## src/rtl/tpr_pkg.sv

```systemverilog
// Package for the trapezoidal PWM ramp profile block: widths, register
// indexes, reset values, phase codes and the microcode ROM of the sequencer.
// No dependencies.
`default_nettype none

package tpr_pkg;

    localparam int TPR_COUNT_WIDTH = 16;

    localparam int MAXD_W      = 7;
    localparam int PER_W       = 16;
    localparam int LEN_W       = 16;
    localparam int PCT_SCALE   = 100;
    localparam int PCT_PROD_W  = MAXD_W + PER_W;   // duty * period
    localparam int DIVISOR_W   = LEN_W + MAXD_W;   // length * 100 fits here
    localparam int CFG_IDX_W   = 3;
    localparam int CFG_DATA_W  = 16;

    typedef enum logic [CFG_IDX_W-1:0] {
        REG_MAX_DUTY   = 3'd0,
        REG_PERIOD     = 3'd1,
        REG_UP_START   = 3'd2,
        REG_UP_TICKS   = 3'd3,
        REG_HOLD_TICKS = 3'd4,
        REG_DOWN_TICKS = 3'd5
    } cfg_reg_t;

    localparam logic [MAXD_W-1:0] RST_MAX_DUTY   = 7'd100;
    localparam logic [PER_W-1:0]  RST_PERIOD     = 16'd65535;
    localparam logic [LEN_W-1:0]  RST_UP_START   = 16'd1000;
    localparam logic [LEN_W-1:0]  RST_UP_TICKS   = 16'd2000;
    localparam logic [LEN_W-1:0]  RST_HOLD_TICKS = 16'd1000;
    localparam logic [LEN_W-1:0]  RST_DOWN_TICKS = 16'd1000;

    typedef enum logic [1:0] {
        PH_IDLE = 2'd0,
        PH_UP   = 2'd1,
        PH_HOLD = 2'd2,
        PH_DOWN = 2'd3
    } phase_t;

    // Divider operand selection
    typedef enum logic [1:0] {
        DS_DUTY = 2'd0,   // count*max / ramp_up_ticks
        DS_PCT  = 2'd1,   // duty*period / 100
        DS_DOWN = 2'd2    // count*max*period / (ramp_down_ticks*100)
    } dsel_t;

    typedef struct packed {
        logic  start;
        dsel_t sel;
    } div_cmd_t;

    typedef enum logic [4:0] {
        U_NOP,
        U_UP_ENTER,
        U_CNT_INC,
        U_CNT_DEC,
        U_MUL_CM,
        U_MUL_DP,
        U_MUL_P,
        U_DIV_DUTY,
        U_DIV_PCT,
        U_DIV_DOWN,
        U_SET_DUTY,
        U_DUTY_MAX,
        U_CAP_CMP,
        U_CMP_ZERO,
        U_UP_END,
        U_HOLD_ENTER,
        U_HOLD_END,
        U_DOWN_ENTER,
        U_DOWN_END,
        U_IDLE_STEP,
        U_LEAVE,
        U_EMIT
    } uop_t;

    typedef enum logic [3:0] {
        C_NEXT,
        C_ALWAYS,
        C_IDLE,
        C_STOP,
        C_HOLD,
        C_DOWN,
        C_ENTERED,
        C_UPZERO,
        C_DNZERO,
        C_DIVBUSY,
        C_OUTFULL
    } ucond_t;

    localparam int UADDR_W = 6;
    typedef logic [UADDR_W-1:0] uaddr_t;

    typedef struct packed {
        uop_t   op;
        ucond_t cond;
        uaddr_t target;
        logic   last;
    } uword_t;

    localparam uaddr_t A_START      = 6'd0;
    localparam uaddr_t A_UP_COUNT   = 6'd6;
    localparam uaddr_t A_UP_DWAIT   = 6'd10;
    localparam uaddr_t A_UP_DUTYMAX = 6'd12;
    localparam uaddr_t A_UP_SCALE   = 6'd13;
    localparam uaddr_t A_UP_PWAIT   = 6'd15;
    localparam uaddr_t A_HOLD       = 6'd18;
    localparam uaddr_t A_HOLD_PWAIT = 6'd22;
    localparam uaddr_t A_HOLD_COUNT = 6'd24;
    localparam uaddr_t A_DOWN       = 6'd26;
    localparam uaddr_t A_DOWN_COUNT = 6'd28;
    localparam uaddr_t A_DOWN_DWAIT = 6'd33;
    localparam uaddr_t A_DOWN_ZERO  = 6'd35;
    localparam uaddr_t A_DOWN_END   = 6'd36;
    localparam uaddr_t A_IDLE       = 6'd37;
    localparam uaddr_t A_STOP       = 6'd38;
    localparam uaddr_t A_EMIT       = 6'd39;

    function automatic uword_t uw(input uop_t op, input ucond_t c, input uaddr_t t,
                                  input logic l);
        uword_t w;
        w.op     = op;
        w.cond   = c;
        w.target = t;
        w.last   = l;
        return w;
    endfunction

    // Per-tick program. A step runs its op, then jumps when its condition holds.
    function automatic uword_t ucode(input uaddr_t a);
        uword_t w;
        w = uw(U_EMIT, C_OUTFULL, A_EMIT, 1'b1);
        unique case (a)
            // dispatch
            6'd0:  w = uw(U_NOP,        C_IDLE,    A_IDLE,       1'b0);
            6'd1:  w = uw(U_NOP,        C_STOP,    A_STOP,       1'b0);
            6'd2:  w = uw(U_NOP,        C_HOLD,    A_HOLD,       1'b0);
            6'd3:  w = uw(U_NOP,        C_DOWN,    A_DOWN,       1'b0);
            // ramp up
            6'd4:  w = uw(U_NOP,        C_ENTERED, A_UP_COUNT,   1'b0);
            6'd5:  w = uw(U_UP_ENTER,   C_NEXT,    A_START,      1'b0);
            6'd6:  w = uw(U_CNT_INC,    C_NEXT,    A_START,      1'b0);
            6'd7:  w = uw(U_NOP,        C_UPZERO,  A_UP_DUTYMAX, 1'b0);
            6'd8:  w = uw(U_MUL_CM,     C_NEXT,    A_START,      1'b0);
            6'd9:  w = uw(U_DIV_DUTY,   C_NEXT,    A_START,      1'b0);
            6'd10: w = uw(U_NOP,        C_DIVBUSY, A_UP_DWAIT,   1'b0);
            6'd11: w = uw(U_SET_DUTY,   C_ALWAYS,  A_UP_SCALE,   1'b0);
            6'd12: w = uw(U_DUTY_MAX,   C_NEXT,    A_START,      1'b0);
            6'd13: w = uw(U_MUL_DP,     C_NEXT,    A_START,      1'b0);
            6'd14: w = uw(U_DIV_PCT,    C_NEXT,    A_START,      1'b0);
            6'd15: w = uw(U_NOP,        C_DIVBUSY, A_UP_PWAIT,   1'b0);
            6'd16: w = uw(U_CAP_CMP,    C_NEXT,    A_START,      1'b0);
            6'd17: w = uw(U_UP_END,     C_ALWAYS,  A_EMIT,       1'b0);
            // hold
            6'd18: w = uw(U_NOP,        C_ENTERED, A_HOLD_COUNT, 1'b0);
            6'd19: w = uw(U_HOLD_ENTER, C_NEXT,    A_START,      1'b0);
            6'd20: w = uw(U_MUL_DP,     C_NEXT,    A_START,      1'b0);
            6'd21: w = uw(U_DIV_PCT,    C_NEXT,    A_START,      1'b0);
            6'd22: w = uw(U_NOP,        C_DIVBUSY, A_HOLD_PWAIT, 1'b0);
            6'd23: w = uw(U_CAP_CMP,    C_NEXT,    A_START,      1'b0);
            6'd24: w = uw(U_CNT_INC,    C_NEXT,    A_START,      1'b0);
            6'd25: w = uw(U_HOLD_END,   C_ALWAYS,  A_EMIT,       1'b0);
            // ramp down
            6'd26: w = uw(U_NOP,        C_ENTERED, A_DOWN_COUNT, 1'b0);
            6'd27: w = uw(U_DOWN_ENTER, C_NEXT,    A_START,      1'b0);
            6'd28: w = uw(U_CNT_DEC,    C_NEXT,    A_START,      1'b0);
            6'd29: w = uw(U_NOP,        C_DNZERO,  A_DOWN_ZERO,  1'b0);
            6'd30: w = uw(U_MUL_CM,     C_NEXT,    A_START,      1'b0);
            6'd31: w = uw(U_MUL_P,      C_NEXT,    A_START,      1'b0);
            6'd32: w = uw(U_DIV_DOWN,   C_NEXT,    A_START,      1'b0);
            6'd33: w = uw(U_NOP,        C_DIVBUSY, A_DOWN_DWAIT, 1'b0);
            6'd34: w = uw(U_CAP_CMP,    C_ALWAYS,  A_DOWN_END,   1'b0);
            6'd35: w = uw(U_CMP_ZERO,   C_NEXT,    A_START,      1'b0);
            6'd36: w = uw(U_DOWN_END,   C_ALWAYS,  A_EMIT,       1'b0);
            // idle, stop, emit
            6'd37: w = uw(U_IDLE_STEP,  C_ALWAYS,  A_EMIT,       1'b0);
            6'd38: w = uw(U_LEAVE,      C_NEXT,    A_START,      1'b0);
            6'd39: w = uw(U_EMIT,       C_OUTFULL, A_EMIT,       1'b1);
            default: w = uw(U_EMIT,     C_OUTFULL, A_EMIT,       1'b1);
        endcase
        return w;
    endfunction

endpackage

`default_nettype wire

```

## src/rtl/tpr_if.sv

```systemverilog
// Valid/ready channel interfaces of the ramp profile block: the tick channel
// and the result channel. No dependencies.
`default_nettype none

interface tpr_in_if;
    logic valid;
    logic ready;
    logic start_request;
    logic stop_request;

    modport source (output valid, output start_request, output stop_request,
                    input ready);
    modport sink   (input valid, input start_request, input stop_request,
                    output ready);
endinterface

interface tpr_out_if;
    logic        valid;
    logic        ready;
    logic        pwm_enable;
    logic [15:0] compare_value;
    logic [1:0]  phase;

    modport source (output valid, output pwm_enable, output compare_value,
                    output phase, input ready);
    modport sink   (input valid, input pwm_enable, input compare_value,
                    input phase, output ready);
endinterface

`default_nettype wire

```

## src/rtl/tpr_div.sv

```systemverilog
// Serial restoring divider, one quotient bit per cycle, with operand
// alignment per divide kind; the divide by the percent scale is a one-step
// reciprocal multiply. Depends on tpr_pkg.
`default_nettype none

module tpr_div
    import tpr_pkg::*;
#(
    parameter int COUNT_WIDTH = TPR_COUNT_WIDTH,
    localparam int PW3 = COUNT_WIDTH + MAXD_W + PER_W
)
(
    input  logic             clk,
    input  logic             rst_n,
    input  div_cmd_t         cmd,
    input  logic [PW3-1:0]   dividend,
    input  logic [LEN_W-1:0] up_ticks,
    input  logic [LEN_W-1:0] down_ticks,
    output logic             busy,
    output logic [PW3-1:0]   quotient
);

    localparam int PW1 = COUNT_WIDTH + MAXD_W;
    localparam int IW  = $clog2(PW3 + 1);
    // floor(x / 100) = (x * ceil(2^30 / 100)) >> 30, exact for any 23-bit x
    localparam int RCP_SH    = 30;
    localparam int RCP_W     = 24;
    localparam int PCT_MUL_W = PCT_PROD_W + RCP_W;
    localparam logic [RCP_W-1:0] RCP_MUL =
        RCP_W'(((64'd1 << RCP_SH) + 64'(PCT_SCALE) - 64'd1) / 64'(PCT_SCALE));

    logic [PW3-1:0]       quo_reg, quo_next;
    logic [DIVISOR_W-1:0] rem_reg, rem_next;
    logic [DIVISOR_W-1:0] dvsr_reg, dvsr_next;
    logic [IW-1:0]        iter_reg, iter_next;
    logic [DIVISOR_W:0]   trial;
    logic [PCT_MUL_W-1:0] pct_prod;

    assign trial    = {rem_reg, quo_reg[PW3-1]};
    assign pct_prod = PCT_MUL_W'(dividend[PCT_PROD_W-1:0]) * PCT_MUL_W'(RCP_MUL);

    always_comb
    begin
        quo_next  = quo_reg;
        rem_next  = rem_reg;
        dvsr_next = dvsr_reg;
        iter_next = iter_reg;
        if (cmd.start)
        begin
            rem_next = '0;
            // dividend goes to the top so that only its own bits are walked
            unique case (cmd.sel)
                DS_DUTY:
                begin
                    quo_next  = {dividend[PW1-1:0], {(PW3-PW1){1'b0}}};
                    dvsr_next = DIVISOR_W'(up_ticks);
                    iter_next = IW'(PW1);
                end
                DS_PCT:
                begin
                    // done in this step, no iterations
                    quo_next  = PW3'(pct_prod[PCT_MUL_W-1:RCP_SH]);
                    iter_next = '0;
                end
                DS_DOWN:
                begin
                    quo_next  = dividend;
                    dvsr_next = DIVISOR_W'(down_ticks) * DIVISOR_W'(PCT_SCALE);
                    iter_next = IW'(PW3);
                end
                default:
                begin
                    iter_next = '0;
                end
            endcase
        end
        else if (iter_reg != '0)
        begin
            iter_next = iter_reg - 1'b1;
            if (trial >= {1'b0, dvsr_reg})
            begin
                rem_next = DIVISOR_W'(trial - {1'b0, dvsr_reg});
                quo_next = {quo_reg[PW3-2:0], 1'b1};
            end
            else
            begin
                rem_next = trial[DIVISOR_W-1:0];
                quo_next = {quo_reg[PW3-2:0], 1'b0};
            end
        end
    end

    always_ff @(posedge clk or negedge rst_n)
    begin
        if (!rst_n)
        begin
            iter_reg <= '0;
        end
        else
        begin
            iter_reg <= iter_next;
        end
    end

    always_ff @(posedge clk)
    begin
        quo_reg  <= quo_next;
        rem_reg  <= rem_next;
        dvsr_reg <= dvsr_next;
    end

    assign busy     = (iter_reg != '0);
    assign quotient = quo_reg;

endmodule

`default_nettype wire

```

## src/rtl/trapezoidal_pwm_ramp_profile.sv

```systemverilog
// Top level of the trapezoidal PWM ramp profile: configuration registers,
// microcoded sequencer, datapath and result register.
// Depends on tpr_pkg, tpr_if (tpr_in_if, tpr_out_if) and tpr_div.
//
//  channel  dir  fields                                   handshake
//  tick     in   start_request, stop_request              valid/ready
//  result   out  pwm_enable, compare_value[15:0], phase   valid/ready
//  cfg      in   cfg_index[2:0], cfg_data[15:0]           cfg_write strobe
//
// One item is taken at a time: a new tick is not accepted until the sequencer
// has finished the last one. In the ramps the serial divides, one quotient bit
// per cycle, take most of the work of a tick.
// Reset clears the control state and loads the register defaults; no clearing pass.
// A result waits in its own register; the next tick is accepted meanwhile and
// only its final step waits for the result register to drain.
`default_nettype none

module trapezoidal_pwm_ramp_profile
    import tpr_pkg::*;
#(
    parameter int COUNT_WIDTH = TPR_COUNT_WIDTH
)
(
    input  logic                  clk,
    input  logic                  rst_n,
    tpr_in_if.sink                tick,
    tpr_out_if.source             result,
    input  logic                  cfg_write,
    input  logic [CFG_IDX_W-1:0]  cfg_index,
    input  logic [CFG_DATA_W-1:0] cfg_data
);

    localparam int CW  = COUNT_WIDTH;
    localparam int PW1 = CW + MAXD_W;
    localparam int PW3 = PW1 + PER_W;
    localparam int XW  = (CW > LEN_W) ? CW : LEN_W;

    // configuration
    logic [MAXD_W-1:0] max_duty_reg;
    logic [PER_W-1:0]  period_reg;
    logic [LEN_W-1:0]  up_start_reg;
    logic [LEN_W-1:0]  up_ticks_reg;
    logic [LEN_W-1:0]  hold_ticks_reg;
    logic [LEN_W-1:0]  down_ticks_reg;

    always_ff @(posedge clk or negedge rst_n)
    begin
        if (!rst_n)
        begin
            max_duty_reg   <= RST_MAX_DUTY;
            period_reg     <= RST_PERIOD;
            up_start_reg   <= RST_UP_START;
            up_ticks_reg   <= RST_UP_TICKS;
            hold_ticks_reg <= RST_HOLD_TICKS;
            down_ticks_reg <= RST_DOWN_TICKS;
        end
        else if (cfg_write)
        begin
            unique case (cfg_reg_t'(cfg_index))
                REG_MAX_DUTY:   max_duty_reg   <= cfg_data[MAXD_W-1:0];
                REG_PERIOD:     period_reg     <= cfg_data[PER_W-1:0];
                REG_UP_START:   up_start_reg   <= cfg_data[LEN_W-1:0];
                REG_UP_TICKS:   up_ticks_reg   <= cfg_data[LEN_W-1:0];
                REG_HOLD_TICKS: hold_ticks_reg <= cfg_data[LEN_W-1:0];
                REG_DOWN_TICKS: down_ticks_reg <= cfg_data[LEN_W-1:0];
                default:        ;
            endcase
        end
    end

    // sequencer and profile state
    logic        seq_busy_reg, seq_busy_next;
    uaddr_t      upc_reg, upc_next;
    uword_t      uword;
    logic        take_jump;

    phase_t      phase_reg, phase_next;
    logic [CW-1:0] cnt_reg, cnt_next;
    logic        entered_reg, entered_next;
    logic        running_reg, running_next;
    logic        start_pend_reg, start_pend_next;
    logic        stop_pend_reg, stop_pend_next;
    logic [PER_W-1:0] cmp_reg, cmp_next;

    logic [PW3-1:0]    prod_reg, prod_next;
    logic [MAXD_W-1:0] duty_reg, duty_next;

    logic              out_valid_reg, out_valid_next;
    logic              out_pwm_reg, out_pwm_next;
    logic [PER_W-1:0]  out_cmp_reg, out_cmp_next;
    logic [1:0]        out_phase_reg, out_phase_next;

    logic              accept;
    logic              out_hold;
    div_cmd_t          div_cmd;
    logic              div_busy;
    logic [PW3-1:0]    quotient;

    logic [PW1-1:0]        mul_cm;
    logic [PW3-1:0]        mul_p;
    logic [PCT_PROD_W-1:0] mul_dp;

    assign tick.ready = !seq_busy_reg;
    assign accept     = tick.valid && !seq_busy_reg;
    assign out_hold   = out_valid_reg && !result.ready;
    assign uword      = ucode(upc_reg);

    assign mul_cm = PW1'(cnt_reg) * PW1'(max_duty_reg);
    assign mul_p  = PW3'(prod_reg[PW1-1:0]) * PW3'(period_reg);
    assign mul_dp = PCT_PROD_W'(duty_reg) * PCT_PROD_W'(period_reg);

    always_comb
    begin
        unique case (uword.cond)
            C_NEXT:    take_jump = 1'b0;
            C_ALWAYS:  take_jump = 1'b1;
            C_IDLE:    take_jump = (phase_reg == PH_IDLE);
            C_STOP:    take_jump = stop_pend_reg;
            C_HOLD:    take_jump = (phase_reg == PH_HOLD);
            C_DOWN:    take_jump = (phase_reg == PH_DOWN);
            C_ENTERED: take_jump = entered_reg;
            C_UPZERO:  take_jump = (up_ticks_reg == '0);
            C_DNZERO:  take_jump = (down_ticks_reg == '0);
            C_DIVBUSY: take_jump = div_busy;
            C_OUTFULL: take_jump = out_hold;
            default:   take_jump = 1'b0;
        endcase
    end

    always_comb
    begin
        seq_busy_next = seq_busy_reg;
        upc_next      = upc_reg;
        if (!seq_busy_reg)
        begin
            if (accept)
            begin
                seq_busy_next = 1'b1;
                upc_next      = A_START;
            end
        end
        else if (take_jump)
        begin
            upc_next = uword.target;
        end
        else if (uword.last)
        begin
            seq_busy_next = 1'b0;
            upc_next      = A_START;
        end
        else
        begin
            upc_next = UADDR_W'(upc_reg + 1'b1);
        end
    end

    always_comb
    begin
        phase_next      = phase_reg;
        cnt_next        = cnt_reg;
        entered_next    = entered_reg;
        running_next    = running_reg;
        start_pend_next = start_pend_reg;
        stop_pend_next  = stop_pend_reg;
        cmp_next        = cmp_reg;
        prod_next       = prod_reg;
        duty_next       = duty_reg;
        out_valid_next  = out_valid_reg;
        out_pwm_next    = out_pwm_reg;
        out_cmp_next    = out_cmp_reg;
        out_phase_next  = out_phase_reg;
        div_cmd.start   = 1'b0;
        div_cmd.sel     = DS_DUTY;

        if (result.valid && result.ready)
        begin
            out_valid_next = 1'b0;
        end

        if (accept)
        begin
            start_pend_next = start_pend_reg | tick.start_request;
            stop_pend_next  = stop_pend_reg | tick.stop_request;
        end

        if (seq_busy_reg)
        begin
            case (uword.op)
                U_UP_ENTER:
                begin
                    entered_next = 1'b1;
                    cnt_next     = CW'(up_start_reg);
                    cmp_next     = '0;
                    running_next = 1'b1;
                end
                U_CNT_INC:
                begin
                    cnt_next = cnt_reg + 1'b1;
                end
                U_CNT_DEC:
                begin
                    if (cnt_reg != '0)
                    begin
                        cnt_next = cnt_reg - 1'b1;
                    end
                end
                U_MUL_CM:   prod_next = PW3'(mul_cm);
                U_MUL_P:    prod_next = mul_p;
                U_MUL_DP:   prod_next = PW3'(mul_dp);
                U_DIV_DUTY:
                begin
                    div_cmd.start = 1'b1;
                    div_cmd.sel   = DS_DUTY;
                end
                U_DIV_PCT:
                begin
                    div_cmd.start = 1'b1;
                    div_cmd.sel   = DS_PCT;
                end
                U_DIV_DOWN:
                begin
                    div_cmd.start = 1'b1;
                    div_cmd.sel   = DS_DOWN;
                end
                U_SET_DUTY:
                begin
                    duty_next = (quotient > PW3'(max_duty_reg)) ? max_duty_reg
                                                                : quotient[MAXD_W-1:0];
                end
                U_DUTY_MAX: duty_next = max_duty_reg;
                U_CAP_CMP:
                begin
                    cmp_next = (quotient > PW3'(period_reg)) ? period_reg
                                                             : quotient[PER_W-1:0];
                end
                U_CMP_ZERO: cmp_next = '0;
                U_UP_END:
                begin
                    if (XW'(cnt_reg) >= XW'(up_ticks_reg))
                    begin
                        entered_next = 1'b0;
                        phase_next   = PH_HOLD;
                    end
                end
                U_HOLD_ENTER:
                begin
                    entered_next = 1'b1;
                    cnt_next     = '0;
                    duty_next    = max_duty_reg;
                end
                U_HOLD_END:
                begin
                    if (XW'(cnt_reg) >= XW'(hold_ticks_reg))
                    begin
                        entered_next = 1'b0;
                        phase_next   = PH_DOWN;
                    end
                end
                U_DOWN_ENTER:
                begin
                    entered_next = 1'b1;
                    cnt_next     = CW'(down_ticks_reg);
                end
                U_DOWN_END:
                begin
                    if (cnt_reg == '0)
                    begin
                        entered_next = 1'b0;
                        phase_next   = PH_IDLE;
                    end
                end
                U_IDLE_STEP:
                begin
                    // a stop seen in idle is dropped; start wins
                    stop_pend_next = 1'b0;
                    running_next   = 1'b0;
                    if (start_pend_reg)
                    begin
                        start_pend_next = 1'b0;
                        entered_next    = 1'b0;
                        phase_next      = PH_UP;
                    end
                end
                U_LEAVE:
                begin
                    stop_pend_next = 1'b0;
                    entered_next   = 1'b0;
                    running_next   = 1'b0;
                    phase_next     = PH_IDLE;
                end
                U_EMIT:
                begin
                    if (!out_hold)
                    begin
                        out_valid_next = 1'b1;
                        out_pwm_next   = running_reg;
                        out_cmp_next   = cmp_reg;
                        out_phase_next = phase_reg;
                    end
                end
                default: ;
            endcase
        end
    end

    always_ff @(posedge clk or negedge rst_n)
    begin
        if (!rst_n)
        begin
            seq_busy_reg   <= 1'b0;
            upc_reg        <= A_START;
            phase_reg      <= PH_IDLE;
            cnt_reg        <= '0;
            entered_reg    <= 1'b0;
            running_reg    <= 1'b0;
            start_pend_reg <= 1'b0;
            stop_pend_reg  <= 1'b0;
            cmp_reg        <= '0;
            out_valid_reg  <= 1'b0;
        end
        else
        begin
            seq_busy_reg   <= seq_busy_next;
            upc_reg        <= upc_next;
            phase_reg      <= phase_next;
            cnt_reg        <= cnt_next;
            entered_reg    <= entered_next;
            running_reg    <= running_next;
            start_pend_reg <= start_pend_next;
            stop_pend_reg  <= stop_pend_next;
            cmp_reg        <= cmp_next;
            out_valid_reg  <= out_valid_next;
        end
    end

    always_ff @(posedge clk)
    begin
        prod_reg      <= prod_next;
        duty_reg      <= duty_next;
        out_pwm_reg   <= out_pwm_next;
        out_cmp_reg   <= out_cmp_next;
        out_phase_reg <= out_phase_next;
    end

    tpr_div #(
        .COUNT_WIDTH (COUNT_WIDTH)
    ) u_div (
        .clk        (clk),
        .rst_n      (rst_n),
        .cmd        (div_cmd),
        .dividend   (prod_reg),
        .up_ticks   (up_ticks_reg),
        .down_ticks (down_ticks_reg),
        .busy       (div_busy),
        .quotient   (quotient)
    );

    assign result.valid         = out_valid_reg;
    assign result.pwm_enable    = out_pwm_reg;
    assign result.compare_value = out_cmp_reg;
    assign result.phase         = out_phase_reg;

    // a new divide is never issued over one still running
    a_div_start_free: assert property (@(posedge clk) disable iff (!rst_n)
        div_cmd.start |-> !div_busy)
        else $error("divider started while busy");

    // the result register is never overwritten while it is still held
    a_emit_no_overwrite: assert property (@(posedge clk) disable iff (!rst_n)
        (seq_busy_reg && uword.op == U_EMIT && out_hold) |=> $stable(out_cmp_reg))
        else $error("held result overwritten");

    // profile phase only moves while a tick is being worked
    a_phase_idle_stable: assert property (@(posedge clk) disable iff (!rst_n)
        !seq_busy_reg |=> $stable(phase_reg))
        else $error("phase changed with no tick in progress");

    // PWM is switched on only on entry to ramp up
    a_pwm_on_in_up: assert property (@(posedge clk) disable iff (!rst_n)
        $rose(running_reg) |-> (phase_reg == PH_UP))
        else $error("PWM enabled outside ramp up");

endmodule

`default_nettype wire
```

## src/flat_wrapper.sv

```systemverilog
// flat-port wrapper written by rule: the top's interface ports become plain ports
module trapezoidal_pwm_ramp_profile_flat import tpr_pkg::*;
#(
    parameter int COUNT_WIDTH = TPR_COUNT_WIDTH
)
  (clk, rst_n, cfg_write, cfg_index, cfg_data, tick_valid, tick_start_request, tick_stop_request, tick_ready, result_valid, result_pwm_enable, result_compare_value, result_phase, result_ready);
  tpr_in_if tick_i ();
  tpr_out_if result_i ();
  input  logic clk;
  input  logic rst_n;
  input  logic cfg_write;
  input  logic [CFG_IDX_W-1:0] cfg_index;
  input  logic [CFG_DATA_W-1:0] cfg_data;
  input wire logic [$bits(tick_i.valid)-1:0] tick_valid;
  input wire logic [$bits(tick_i.start_request)-1:0] tick_start_request;
  input wire logic [$bits(tick_i.stop_request)-1:0] tick_stop_request;
  output wire logic [$bits(tick_i.ready)-1:0] tick_ready;
  output wire logic [$bits(result_i.valid)-1:0] result_valid;
  output wire logic [$bits(result_i.pwm_enable)-1:0] result_pwm_enable;
  output wire logic [$bits(result_i.compare_value)-1:0] result_compare_value;
  output wire logic [$bits(result_i.phase)-1:0] result_phase;
  input wire logic [$bits(result_i.ready)-1:0] result_ready;
  assign tick_i.valid = tick_valid;
  assign tick_i.start_request = tick_start_request;
  assign tick_i.stop_request = tick_stop_request;
  assign tick_ready = tick_i.ready;
  assign result_valid = result_i.valid;
  assign result_pwm_enable = result_i.pwm_enable;
  assign result_compare_value = result_i.compare_value;
  assign result_phase = result_i.phase;
  assign result_i.ready = result_ready;
  trapezoidal_pwm_ramp_profile #(.COUNT_WIDTH(COUNT_WIDTH)) u_core (.clk(clk), .rst_n(rst_n), .tick(tick_i), .result(result_i), .cfg_write(cfg_write), .cfg_index(cfg_index), .cfg_data(cfg_data));
endmodule
```

## config.mk

```make
export PLATFORM = sky130hd
export DESIGN_NAME = trapezoidal_pwm_ramp_profile_flat
export DESIGN_NICKNAME = d
export VERILOG_FILES = /design/src/rtl/tpr_pkg.sv /design/src/rtl/tpr_if.sv /design/src/rtl/tpr_div.sv /design/src/rtl/trapezoidal_pwm_ramp_profile.sv /design/src/flat_wrapper.sv
export SDC_FILE = /design/constraint.sdc
export NUM_CORES = 2
export LEC_CHECK = 0
export BUFFER_PORTS_ARGS = -buffer_cell sky130_fd_sc_hd__buf_4
export CAP_MARGIN = 20
export CORE_MARGIN = 2
export CORE_UTILIZATION = 45
export CTS_CLUSTER_DIAMETER = 120
export DETAILED_ROUTE_END_ITERATION = 10
export PLACE_DENSITY_LB_ADDON = 0.12
export SLEW_MARGIN = 30
export SYNTH_ARGS = -nofsm -noshare
export SYNTH_HDL_FRONTEND = slang
export SYNTH_SLANG_ARGS = --single-unit
```

## constraint.sdc

```tcl
create_clock -name clk -period 15.7 [get_ports clk]
set_input_delay 0.785 -clock clk [delete_from_list [all_inputs] [get_ports clk]]
set_output_delay 0.785 -clock clk [all_outputs]
set_load 0.05 [all_outputs]
```

Word level (Yosys, flattened, before mapping):

Memory sizes are Yosys's and may differ from the RTL's.
Index checks and enable logic that the tools add are counted.

* add/subtract/negate cells: 5
* multipliers: 5
* $lt $le $gt $ge: 5
* equal/unequal tests: 46
* mux-type cells: 49
* bitwise operators: 3
* reductions and logical operators: 43

Operators by type and width (count)
* $pmux W39 S3: 2
* $pmux W16 S5: 1
* $mux W39: 2
* $logic_not A16 Y1: 3
* $mul A23 B24 Y47 const B: 1
* $pmux W23 S2: 1
* $eq A5 B4 Y1 const B: 8
* $gt A39 B16 Y1: 1
* $gt A39 B7 Y1: 1
* $mul A23 B16 Y39: 1
* $mux W6: 6
* $ge A16 B16 Y1: 2
* $mux W16: 2
* $pmux W16 S2: 1
* $eq A5 B5 Y1 const B: 6
* $ge A24 B23 Y1: 1
* $reduce_and A2 Y1: 12
* $mul A16 B7 Y23: 1
* $mul A7 B16 Y23: 1
* $mux W23: 1
* $sub A23 B23 Y23: 1
* $mul A16 B5 Y21 const B: 1
* $eq A5 B3 Y1 const B: 4
* $mux W1: 20
* 42 further kinds: 76

* register bits after elaboration: 289
* memory bits (read-only): 1024
* logic and storage cells: 182
* memories kept: 1

Memories
* (no name shown): words 64, width 16, rd ports 1, clocked after memory_dff 0, wr ports 0, RTL line tpr_pkg.sv:135 `unique case (a)`

Depth between registers and ports, before layout:

An unclocked memory read counts as a cell.

* depth in word-level cells: 7
* depth in mapped cells: 26

Cells and area by module:

A second synthesis with hierarchy kept.

* cell total of the unflattened synthesis: 4897
* area, all modules: 45507.4 sq um

Modules (own cells, without submodules)
* trapezoidal_pwm_ramp_profile: times used 1, cells each 3262, area an instance 29497.0 sq um, seq. area each 5333.9 sq um
* tpr_div: times used 1, cells each 1635, area an instance 16010.4 sq um, seq. area each 2472.4 sq um

Worst setup path after synthesis:

OpenSTA, ideal clock, no wires.

* path type: register to register
* start point: register u_core.prod_reg[17]
* end point: register u_core.prod_reg[37] (data pin)
* library setup time: 262 ps
* arrival: 6631 ps
* path slack: 8807 ps
* stages on the path, launching flop included: 26
* path through: edfxtp_1 -> clkbuf_1 -> clkbuf_1 -> nand2_1 -> fa_1 -> inv_1 -> fa_1 -> inv_1 -> fa_1 -> inv_1 -> fa_1 -> fa_1 -> inv_1 -> fa_1 -> inv_1 -> ha_1 -> a21o_1 -> a21o_1 -> a221o_1 -> and2_1 -> a31oi_2 -> o211ai_1 -> a31oi_1 -> o21ai_1 -> a21o_1 -> mux2_1

* cells in the longest elaborated chain, start to end: 2

RTL lines
* start: declaration: RTL line trapezoidal_pwm_ramp_profile.sv:85 `logic [PW3-1:0] prod_reg, prod_next;`
* start signal: assignment: RTL line trapezoidal_pwm_ramp_profile.sv:338 `prod_reg <= prod_next;`
* $mul A23 B16 Y39: RTL line trapezoidal_pwm_ramp_profile.sv:109 `assign mul_p = PW3'(prod_reg[PW1-1:0]) * PW3'(period_reg);`
* $pmux W39 S3: RTL line trapezoidal_pwm_ramp_profile.sv:188 `case (uword.op)`

No other way between the ends.
A chain may end at the register's enable or synchronous reset.

Worst setup path in the final report:

* start point: register u_core.period_reg[3]
* end point: register u_core.prod_reg[38] (data pin)

* cells in the longest elaborated chain, start to end: 2

RTL lines
* start: declaration: RTL line trapezoidal_pwm_ramp_profile.sv:40 `logic [PER_W-1:0] period_reg;`
* start signal: assignment: RTL line trapezoidal_pwm_ramp_profile.sv:61 `REG_PERIOD: period_reg <= cfg_data[PER_W-1:0];`
* $mul A23 B16 Y39: RTL line trapezoidal_pwm_ramp_profile.sv:109
* $pmux W39 S3: RTL line trapezoidal_pwm_ramp_profile.sv:188

No other way between the ends.

==> metrics.txt <==
Final Cycle Share=51.2%; post-synthesis mux area share=2.09%; WL/cell=22.3 µm; PortBufs=46; Critical Path Source=u_core.period_reg[3]; Layout area overhead=6.97%; critical path class=reg2reg; Max transition margin=35.9%; Seq/Total Area, Yosys=17.2%; top layer used by detailed routing=met4; Synth cell types=94; largest family of logic cells by synthesized area=adder cells; first-pass GRT wire length=219000 µm; Worst setup EP type=register; Post-Syn Instances=4935; shortest period the worst path allows=8.04 ns; initial core utilization=45.3%; die height=321 µm; antenna-violating nets left=0; Yosys reg bits=289; Max Cap Viol=0; Core Region=100000 µm²; Vias=34600; Post-CTS Setup Bufs=0; Overflow after GRT=0; antenna violations before repair=2; crit path max fanout=25; vias per std cell=5.56; synth warn=0; hpwl dp=108000 µm; outcome=finished clean; hold bufs inserted after CTS=0; fmax=124 MHz; Post-Synth Adder-Cell Area=44.9%; post-synth design cell area=45300 µm²; Num CTS Buffers=42; Synth Area in Compound Gates=11.1%; die area=103000 µm²; Final #Nets=6165; Critical Path RT=16.06 ns; Chip Width=321 µm; Startpoint Class=register; Top Ports=47; measured slew at the worst slew-check pin=0.962 ns; TNS Setup=0 ns; gr usage total=27.8%; router iterations before antenna repair=7; ANT cells=0; Row Count=116; Routed WL=139000 µm; Max Slew Vio Count=0; met1 WL=59100 µm; Synth Net Count=6203; worst r2r src=u_core.period_reg[3]; clock root buffer=clkbuf_16; CTS resizes=0; largest net degree at the start of global routing=91; EDFF count, synth=127; CTS H-tree lvls=2; share of cells above drive strength 1=6.73%; Primary FF master, synth=edfxtp_1; vias in the first global route=36400; Post-Synth XOR/XNOR Area=2.51%; critical path arrival=8.41 ns; Sink Count=289; commonest cells after routing, fill and taps aside=939 x inv_1, 638 x fa_1, 625 x nand2_1; fraction of the mapped netlist area in simple logic gates=12.6%; most common cell after layout, fill and taps aside=inv_1; Avg Cell Area, Syn=9.18 µm²; clk_lat worst skew=0.61 ns; 1st-iter DRT viols=2787; Fillers=9573; met3 WL=8560 µm; CTS max path bufs=3; RePlAce Congestion=0.934; residual DRC count=0; WL met2=66500 µm; Worst Clk Skew=0.0308 ns; CTS tree=done; RSZ-0062 raised after global routing=false; hold crit path type=in2async; CTS clock-pin slew for the worst setup and hold paths=0.07 ns; final setup fails=0; Async S/R FF share, synth=48.1%; Final Hold Vio Count=0
final timing paths:
path	depth (start not counted)	to	slack (ns)
worst max-delay path	25	u_core.prod_reg[38]	7.66
worst min-delay path	1	u_core.down_ticks_reg[13]	0.22
worst max register to register	25	u_core.prod_reg[38]	7.66
worst min register to register	0	u_core.result.compare_value[4]	0.44
max in group asynchronous	2	u_core.cmp_reg[12]	14.06
min in group clk	0	u_core.result.compare_value[4]	0.44
synth_stat cells (43+ instances only):
master    instances  area, µm²
nor3_1           53        265
inv_1           939       3520
edfxtp_1        127       3810
a21o_1           88        661
nand2_1         625       2350
ha_1            604       7560
clkbuf_1        152        571
dfstp_2          43       1130
mux2_2           61        687
and2_1           88        551
fa_1            638      12800
o21ai_0         187        936
dfrtp_1          96       2400
xor2_1           48        420
a21oi_1         198        991
nand3_1          54        270
xnor2_1          82        718
nor2_1          273       1020
per-stage QoR:
step                      cell area [µm²]  instances  setup slack (ns)  hold slack, ns  utilization [%]
after floorplan                     45300       4935              8.81           0.425                -
after global placement              47000       6151              7.87           0.427             47.0
after detailed placement            47000       6151              7.80           0.434             47.0
after CTS                           48500       6229              7.77           0.280             48.5
after global routing                48500       6229              7.31           0.280             48.5
final                               48500       6229              7.66           0.220             48.5
area by class of cell:
class | instances | area, µm² | share of cell area [%]
clock buffer | 58 | 1220 | 2.53
tap | 1298 | 1620 | 3.35
clock inverter | 20 | 219 | 0.452
timing repair buffer | 107 | 810 | 1.67
inverter | 949 | 3560 | 7.35
sequential | 289 | 7810 | 16.1
multi-input combinational | 3508 | 33200 | 68.6
kinds of logic after synthesis:
family          Yosys count
compound gates          767
xor+xnor                130
fa+ha+maj              1242
buf+inv                1138
flops                   289
mux                      87
simple gates           1282
routing by layer:
layer | vias up | GRT usage [%]
met3 | 236 | 3.81
met4 | 0 | 8.61
li1 | 15900 | -
met2 | 1077 | 47.3
met5 | - | 0
met1 | 17400 | 36.6
critical path, stage by stage, from the launching register on:
cell and delay (ns):
dfstp_2 1.01, clkinv_1 0.50, nor2_1 0.23, fa_1 0.43, inv_1 0.09, fa_1 0.40
inv_1 0.07, ha_1 0.13, inv_1 0.05, fa_1 0.49, inv_1 0.07, fa_1 0.54
inv_1 0.05, fa_1 0.47, inv_1 0.04, ha_1 0.35, nand3_1 0.12, nor4_1 0.37
nor3_1 0.20, o31ai_1 0.72, a21oi_1 0.20, o21ai_0 0.44, nand3_1 0.24, a21oi_1 0.30
mux2i_1 0.23, nand2_1 0.07
Power is not shown: default switching activity piles up to over one toggle a cycle in this logic, so the estimate is an artifact.
